$ cat config.mk
export PLATFORM = sky130hd
export DESIGN_NAME = websocket_frame_deframer_top_flat
export DESIGN_NICKNAME = d
export VERILOG_FILES = /design/src/hw/rtl/wsd_pkg.sv /design/src/hw/rtl/wsd_if.sv /design/src/hw/rtl/wsd_parser.sv /design/src/hw/rtl/websocket_frame_deframer_top.sv /design/src/flat_wrapper.sv
export SDC_FILE = /design/constraint.sdc
export NUM_CORES = 1
export LEC_CHECK = 0
export BUFFER_PORTS_ARGS = -buffer_cell sky130_fd_sc_hd__buf_2
export CAP_MARGIN = 10
export CORE_ASPECT_RATIO = 1.25
export CORE_UTILIZATION = 55
export DETAILED_ROUTE_END_ITERATION = 8
export PLACE_DENSITY = 0.74
export RECOVER_POWER = 100
export SKIP_CTS_REPAIR_TIMING = 1
export SYNTH_ARGS = -nofsm -noshare
export SYNTH_HDL_FRONTEND = slang
export SYNTH_SLANG_ARGS = --single-unit
$ cat constraint.sdc
create_clock -name clk_i -period 7.83 [get_ports clk_i]
set_input_delay 1.566 -clock clk_i [delete_from_list [all_inputs] [get_ports clk_i]]
set_output_delay 1.566 -clock clk_i [all_outputs]
set_load 0.02 [all_outputs]
$ cat src/hw/rtl/wsd_pkg.sv
// ----------------------------------------------------------------------------
// wsd_pkg
// shared types and constants for the websocket frame deframer
// ----------------------------------------------------------------------------
`default_nettype none

package wsd_pkg;

  // header constants
  localparam logic [7:0] FIRST_BYTE_TEXT = 8'h81;  // fin + text opcode
  localparam int unsigned MASK_BIT_POS   = 7;
  localparam logic [6:0] LEN_EXT16       = 7'd126; // 16-bit length follows

  // parser phase, one-hot
  typedef enum logic [4:0] {
    PH_FIRST   = 5'b00001,
    PH_LEN     = 5'b00010,
    PH_EXT_HI  = 5'b00100,
    PH_EXT_LO  = 5'b01000,
    PH_PAYLOAD = 5'b10000
  } phase_e;

  // result status codes
  typedef enum logic [1:0] {
    ST_OK        = 2'd0,
    ST_BAD_FIRST = 2'd1,
    ST_MASKED    = 2'd2,
    ST_TRUNC     = 2'd3
  } status_e;

  // one result
  typedef struct packed {
    logic [7:0] data;
    logic       data_valid;
    logic       last;
    status_e    status;
  } res_t;

endpackage : wsd_pkg

`default_nettype wire

$ cat src/hw/rtl/wsd_if.sv
// ----------------------------------------------------------------------------
// wsd_if
// valid/ready channels for frame bytes in and results out
// ----------------------------------------------------------------------------
`default_nettype none

interface wsd_in_if;
  logic       valid;
  logic       ready;
  logic [7:0] rx_byte;
  logic       frame_end;

  modport source (output valid, rx_byte, frame_end, input ready);
  modport sink   (input valid, rx_byte, frame_end, output ready);
endinterface : wsd_in_if

interface wsd_out_if;
  logic       valid;
  logic       ready;
  logic [7:0] data;
  logic       data_valid;
  logic       last;
  logic [1:0] status;

  modport source (output valid, data, data_valid, last, status, input ready);
  modport sink   (input valid, data, data_valid, last, status, output ready);
endinterface : wsd_out_if

`default_nettype wire

$ cat src/hw/rtl/wsd_parser.sv
// ----------------------------------------------------------------------------
// wsd_parser
// header state machine and payload counter, one byte per step
// ----------------------------------------------------------------------------
`default_nettype none

module wsd_parser (
  input  wire logic          clk_i,
  input  wire logic          rst_ni,
  input  wire logic          step_i,
  input  wire logic [7:0]    rx_byte_i,
  input  wire logic          frame_end_i,
  output wsd_pkg::res_t      res_o,
  output logic               has_res_o
);
  import wsd_pkg::*;

  phase_e      phase_q, phase_d;
  logic [15:0] len_q, len_d;
  logic [15:0] cnt_q, cnt_d;
  logic        drop_q, drop_d;

  logic        len_load;
  logic [15:0] len_val;
  logic [15:0] cnt_inc;

  assign cnt_inc = cnt_q + 16'd1;

  always_comb begin
    phase_d   = phase_q;
    len_d     = len_q;
    cnt_d     = cnt_q;
    drop_d    = drop_q;
    has_res_o = 1'b0;
    res_o     = '0;
    len_load  = 1'b0;
    len_val   = '0;

    if (drop_q) begin
      if (frame_end_i) begin
        drop_d  = 1'b0;
        phase_d = PH_FIRST;
      end
    end else begin
      unique case (phase_q)
        PH_LEN: begin
          if (rx_byte_i[MASK_BIT_POS]) begin
            phase_d      = PH_FIRST;
            drop_d       = !frame_end_i;
            has_res_o    = 1'b1;
            res_o.last   = 1'b1;
            res_o.status = ST_MASKED;
          end else if (rx_byte_i[6:0] == LEN_EXT16) begin
            if (frame_end_i) begin
              phase_d      = PH_FIRST;
              has_res_o    = 1'b1;
              res_o.last   = 1'b1;
              res_o.status = ST_TRUNC;
            end else begin
              phase_d = PH_EXT_HI;
            end
          end else begin
            len_load = 1'b1;
            len_val  = {9'd0, rx_byte_i[6:0]};
          end
        end
        PH_EXT_HI: begin
          len_d = {rx_byte_i, 8'd0};
          if (frame_end_i) begin
            phase_d      = PH_FIRST;
            has_res_o    = 1'b1;
            res_o.last   = 1'b1;
            res_o.status = ST_TRUNC;
          end else begin
            phase_d = PH_EXT_LO;
          end
        end
        PH_EXT_LO: begin
          len_load = 1'b1;
          len_val  = len_q | {8'd0, rx_byte_i};
        end
        PH_PAYLOAD: begin
          cnt_d            = cnt_inc;
          has_res_o        = 1'b1;
          res_o.data       = rx_byte_i;
          res_o.data_valid = 1'b1;
          if (cnt_inc == len_q) begin
            phase_d    = PH_FIRST;
            drop_d     = !frame_end_i;
            res_o.last = 1'b1;
          end else if (frame_end_i) begin
            phase_d      = PH_FIRST;
            res_o.last   = 1'b1;
            res_o.status = ST_TRUNC;
          end
        end
        default: begin
          // expect first byte, also any stray phase code
          if (rx_byte_i != FIRST_BYTE_TEXT) begin
            phase_d      = PH_FIRST;
            drop_d       = !frame_end_i;
            has_res_o    = 1'b1;
            res_o.last   = 1'b1;
            res_o.status = ST_BAD_FIRST;
          end else if (frame_end_i) begin
            phase_d      = PH_FIRST;
            has_res_o    = 1'b1;
            res_o.last   = 1'b1;
            res_o.status = ST_TRUNC;
          end else begin
            phase_d = PH_LEN;
          end
        end
      endcase

      // length complete
      if (len_load) begin
        len_d = len_val;
        cnt_d = '0;
        if (len_val == 16'd0) begin
          phase_d    = PH_FIRST;
          drop_d     = !frame_end_i;
          has_res_o  = 1'b1;
          res_o.last = 1'b1;
        end else if (frame_end_i) begin
          phase_d      = PH_FIRST;
          has_res_o    = 1'b1;
          res_o.last   = 1'b1;
          res_o.status = ST_TRUNC;
        end else begin
          phase_d = PH_PAYLOAD;
        end
      end
    end
  end

  always_ff @(posedge clk_i or negedge rst_ni) begin
    if (!rst_ni) begin
      phase_q <= PH_FIRST;
      len_q   <= '0;
      cnt_q   <= '0;
      drop_q  <= 1'b0;
    end else if (step_i) begin
      phase_q <= phase_d;
      len_q   <= len_d;
      cnt_q   <= cnt_d;
      drop_q  <= drop_d;
    end
  end

endmodule : wsd_parser

`default_nettype wire

$ cat src/hw/rtl/websocket_frame_deframer_top.sv
// ----------------------------------------------------------------------------
// websocket_frame_deframer_top
// receive-side deframer for unmasked final text frames
// ----------------------------------------------------------------------------
// Takes the bytes of a received buffer one request per byte on in_i, with
// frame_end marking the buffer's last byte, and returns at most one result
// per byte on out_o. The header must be 0x81 then a length byte with the
// mask bit clear; length 126 pulls a 16-bit big-endian length from the next
// two bytes, 127 is taken as a plain length. Each payload byte comes out with
// data_valid set, the frame's last byte with last set. Errors (bad first
// byte, masked frame, buffer ending early) give one result with last set and
// the status code; after an error or a complete frame, bytes up to frame_end
// are dropped silently. One byte is taken every cycle unless a byte with a
// result waits on a full, stalled output register. A byte is held in the
// input register while the header state machine decides on it, and its
// result lands in the output register. The input register refills while
// the output register still holds a result; only a byte that makes a
// result waits on a full, stalled output register.
// ----------------------------------------------------------------------------
`default_nettype none

module websocket_frame_deframer_top (
  input  wire logic  clk_i,
  input  wire logic  rst_ni,
  wsd_in_if.sink     in_i,
  wsd_out_if.source  out_o
);
  import wsd_pkg::*;

  // input register
  logic       in_vld_q;
  logic [7:0] byte_q;
  logic       end_q;

  // output register
  logic       out_vld_q;
  res_t       out_q;

  // parser handshake
  res_t       res;
  logic       has_res;
  logic       out_free;
  logic       step;

  // output slot is free when empty or being drained this cycle
  assign out_free = !out_vld_q || out_o.ready;
  // a byte without a result never waits on the output side
  assign step     = in_vld_q && (out_free || !has_res);
  assign in_i.ready = !in_vld_q || step;

  wsd_parser u_parser (
    .clk_i      (clk_i),
    .rst_ni     (rst_ni),
    .step_i     (step),
    .rx_byte_i  (byte_q),
    .frame_end_i(end_q),
    .res_o      (res),
    .has_res_o  (has_res)
  );

  // input register control
  always_ff @(posedge clk_i or negedge rst_ni) begin
    if (!rst_ni) begin
      in_vld_q <= 1'b0;
    end else if (in_i.ready) begin
      in_vld_q <= in_i.valid;
    end
  end

  // input payload
  always_ff @(posedge clk_i) begin
    if (in_i.valid && in_i.ready) begin
      byte_q <= in_i.rx_byte;
      end_q  <= in_i.frame_end;
    end
  end

  // output register control
  always_ff @(posedge clk_i or negedge rst_ni) begin
    if (!rst_ni) begin
      out_vld_q <= 1'b0;
    end else if (step && has_res) begin
      out_vld_q <= 1'b1;
    end else if (out_o.ready) begin
      out_vld_q <= 1'b0;
    end
  end

  // output payload
  always_ff @(posedge clk_i) begin
    if (step && has_res) begin
      out_q <= res;
    end
  end

  assign out_o.valid      = out_vld_q;
  assign out_o.data       = out_q.data;
  assign out_o.data_valid = out_q.data_valid;
  assign out_o.last       = out_q.last;
  assign out_o.status     = out_q.status;

  // a result produced by the parser is always captured
  a_res_captured: assert property (@(posedge clk_i) disable iff (!rst_ni)
    (in_vld_q && out_free && has_res) |=> out_vld_q)
    else $error("parser result lost");

  // with the output register empty, the input side never stalls
  a_no_false_stall: assert property (@(posedge clk_i) disable iff (!rst_ni)
    !out_vld_q |-> in_i.ready)
    else $error("input stalled with empty output");

  // payload results only carry ok or truncated status
  a_payload_status: assert property (@(posedge clk_i) disable iff (!rst_ni)
    (out_vld_q && out_q.data_valid) |-> (out_q.status == ST_OK ||
                                         out_q.status == ST_TRUNC))
    else $error("payload result with header error status");

  // any error or empty-frame result closes the frame
  a_nondata_last: assert property (@(posedge clk_i) disable iff (!rst_ni)
    (out_vld_q && !out_q.data_valid) |-> out_q.last)
    else $error("non-payload result without last");

endmodule : websocket_frame_deframer_top

`default_nettype wire
$ cat src/flat_wrapper.sv
// flat-port wrapper written by rule: the top's interface ports become plain ports
module websocket_frame_deframer_top_flat import wsd_pkg::*;
  (clk_i, rst_ni, in_i_valid, in_i_rx_byte, in_i_frame_end, in_i_ready, out_o_valid, out_o_data, out_o_data_valid, out_o_last, out_o_status, out_o_ready);
  wsd_in_if in_i_i ();
  wsd_out_if out_o_i ();
  input  wire logic clk_i;
  input  wire logic rst_ni;
  input wire logic [$bits(in_i_i.valid)-1:0] in_i_valid;
  input wire logic [$bits(in_i_i.rx_byte)-1:0] in_i_rx_byte;
  input wire logic [$bits(in_i_i.frame_end)-1:0] in_i_frame_end;
  output wire logic [$bits(in_i_i.ready)-1:0] in_i_ready;
  output wire logic [$bits(out_o_i.valid)-1:0] out_o_valid;
  output wire logic [$bits(out_o_i.data)-1:0] out_o_data;
  output wire logic [$bits(out_o_i.data_valid)-1:0] out_o_data_valid;
  output wire logic [$bits(out_o_i.last)-1:0] out_o_last;
  output wire logic [$bits(out_o_i.status)-1:0] out_o_status;
  input wire logic [$bits(out_o_i.ready)-1:0] out_o_ready;
  assign in_i_i.valid = in_i_valid;
  assign in_i_i.rx_byte = in_i_rx_byte;
  assign in_i_i.frame_end = in_i_frame_end;
  assign in_i_ready = in_i_i.ready;
  assign out_o_valid = out_o_i.valid;
  assign out_o_data = out_o_i.data;
  assign out_o_data_valid = out_o_i.data_valid;
  assign out_o_last = out_o_i.last;
  assign out_o_status = out_o_i.status;
  assign out_o_i.ready = out_o_ready;
  websocket_frame_deframer_top u_core (.clk_i(clk_i), .rst_ni(rst_ni), .in_i(in_i_i), .out_o(out_o_i));
endmodule
==> out/qor.csv <==
metric;value;unit
clock_skew;0.006329;ns
synthTopCellsByArea;dfrtp_1 28%, edfxtp_1 18%, o21ai_1 3.7%;
fmax;226.8;MHz
gp_congestion;0.9156;
worst_hold_path_type;reg -> reg;
ys_seq_elements;61;
start_kind;input pin;
dieArea;6634;um^2
clk_latency;0.35;ns
wl_met2;4.314;mm
yosys_warnings;0;
chipWidth;73.05;um
routed_wl;8.565;mm
antennaDiodeCount;0;
boundaryPins;27;
cp_top_family;simple AND/OR/NAND/NOR gates;
cts_tree;built;
antenna_found_initial;0;
path_cells;buf_2 -> nand2b_1 -> or3_1 -> o211ai_1 -> or2_0 -> or3_1 -> mux2_1;
drc_errors;0;
violations;capacitance limit, slew limit;
ir_worst_vdd;0.1496;mV
outcome;complete, but fails checks;
place_hpwl;5.978;mm
start_util;56.66;%
numCtsBuffers;9;
wl_met3;600;um
clockPowerShare;41.0;%
grt_pass1_wl;13.77;mm
core;6126;um^2
critical-path-slowest-cell;or2_0;
syn_avg_cell_area;9.750;um^2
r2r_setup_slack;3.52;ns
startpoint;out_o_ready;
hold_path_end;u_core.u_parser.cnt_q[15];
drive_gt1_share;9.651;%
critPathKind;in -> reg;
crit_path_end_kind;register;
fin_cells;458;
crit_fanout;19;
cts.sinks;61;
placed_area;3587;um^2
firstDrtPassIters;5;
clockBufferDepth;2;
vias_per_cell;6.572;
netlist_instances;356;
synth_top_area_share;28.12;%
setup_tns;0;ns
wl_met1;3.353;mm
syn-num-nets;370;
portBuffers;26;
synth_edf_count;21;
p_int;505.4;uW
synth_cell_type_count;63;
clkTransAtPathRegs;0.08;ns
rsz0062_at_grt;false;
fp.dieH;90.82;um
vias;3010;
drtIter0Drc;200;
synth_flop_cell;dfrtp_1;
wl_per_cell;18.70;um
htree_levels;3;
cp_data_required_time;8.06;ns
cp.arrival;4.64;ns
hold_viol_final;0;
fin_crit;4.410;ns
slowest_delay;0.86;ns
pwr-share-seq;52.0;%
grt_usage;27.76;%
highest_layer;met4;
reg2regPathDepth;8;
cap_violations;1;
p_switching;188.8;uW
async_flop_share;65.57;%
slew_headroom;-41.17;%
grt_pass1_vias;2812;
worst_pin_slew;2.118;ns
fin_nets;382;
r2r-end;u_core.u_parser.len_q[15];
dp_cells;442;
grt_max_degree;41;
crit_buf_inv;1;
rows;32;
synth_area;3471;um^2
fin_util;61.36;%
comb_power_share;7.1;%
crit_top_cell;or3_1;
yosys.area.top_type;dfrtp_1;
synth-seq-area-share;47.04;%
drv_slew;41;
p_sw_share;27.20;%
hp-start;u_core.u_parser.cnt_q[15];
area_delta_synth_final;8.291;%
grt-ovfl-total;0;
holdWs;0.5049;ns
cts-root-buf;clkbuf_8;
postRouteAntennaNets;0;
whs_path_depth;1;
p_leak;1.449;nW
timing.final.setup_violations;0;
postLayoutCellArea;3759;um^2
powerDensity;184.7;nW/um^2
r2r_start;u_core.u_parser.phase_q[2];
period_share;56.32;%
-- power groups by stage --
stage	clock network, mW	registers (mW)	logic [mW]
2_1_floorplan	0	0.367	0.0297
3_5_place_dp	0	0.367	0.0523
3_3_place_gp	0	0.366	0.0504
5_1_grt	0.303	0.363	0.0534
4_1_cts	0.288	0.361	0.0525
6_report	0.284	0.361	0.0492
-- cell usage after synthesis, drive strengths merged (6+ instances only) --
| master | count |
|---|---|
| and2 | 11 |
| clkbuf | 18 |
| nor3 | 9 |
| xor2 | 6 |
| o211ai | 6 |
| dfrtp | 39 |
| a22o | 14 |
| nand2b | 9 |
| xnor2 | 11 |
| o31ai | 7 |
| a31oi | 8 |
| nand2 | 20 |
| buf | 7 |
| o21ai | 35 |
| nor2 | 28 |
| nor4 | 9 |
| nand3 | 7 |
| edfxtp | 21 |
| nand4 | 12 |
| and3 | 6 |
| a21oi | 20 |
-- routing by layer --
layer	GRT usage (%)	up-vias
li1	-	1371
met1	33.63	1453
met2	45.06	159
met3	6.808	27
met4	14.05	0
met5	0	-
-- how the worst max path moves through the flow --
stage                                      to  cells after the start
detailed placement  u_core.u_parser.len_q[15]                      7
global placement    u_core.u_parser.len_q[15]                      7
CTS                                in_i_ready                      7
finish              u_core.u_parser.len_q[15]                      7
floorplan                          in_i_ready                      2
global route        u_core.u_parser.len_q[15]                      7
-- state kept, by name (all words and copies together) (netlist names), 2 cells and up --
name                     count
u_core.out_o.data            8
u_core.byte_q                8
u_core.u_parser.cnt_q       16
u_core.out_o.status          2
u_core.u_parser.phase_q      5
u_core.u_parser.len_q       16
-- metrics by stage --
| step | setup WS [ns] | power (mW) |
|---|---|---|
| floorplan | 4.082 | 0.3970 |
| global placement | 3.393 | 0.4169 |
| detailed placement | 3.278 | 0.4191 |
| CTS | 3.576 | 0.7013 |
| global route | 3.193 | 0.7188 |
| finish | 3.420 | 0.6942 |
-- placed cells by master (no fill, tap or decap), types with 10 or more instances in the layout --
cell type,netlist,layout
clkbuf_1,18,15
nand2_1,20,20
nand4_1,12,12
a21oi_1,19,19
o21ai_0,9,25
buf_2,3,11
dfrtp_1,39,39
a22o_1,14,14
nor2_1,26,27
xnor2_1,11,11
edfxtp_1,21,21
o21ai_1,26,10
-- kinds of logic (layout without fill, tap and decap cells) --
logic type                 Yosys count  after routing  share of synthesized area, %
adders and majority gates            1              1                        0.3604
xor gates and xnor gates            17             17                         4.290
and+or+nand+nor                    136            136                         22.31
DFF                                 61             61                         47.04
muxes                                5              5                         1.550
buffers and inverters               28             45                         3.785
AOI/OAI and AO/OA                  108            108                         20.66
-- worst register-to-register path, cell delays in order, from the launching register on --
cell and delay (ns):
dfrtp_1 0.50, nor2_1 0.30, and4b_1 0.37, a21oi_2 0.17, or3_1 0.37, o211ai_1 0.74
or2_0 0.87, or3_1 0.53, mux2_1 0.37
-- area by class of cell --
type / instances / area [um^2]
clock inverters: 7 / 73.82
multi-input cells: 267 / 1699
fillers: 534 / 2367
repair buffers: 26 / 111.4
well taps: 85 / 106.4
clock buffers: 9 / 123.9
inverters: 3 / 11.26
flip-flops and latches: 61 / 1633
No activity file was read; power rests on OpenSTA's default activity.
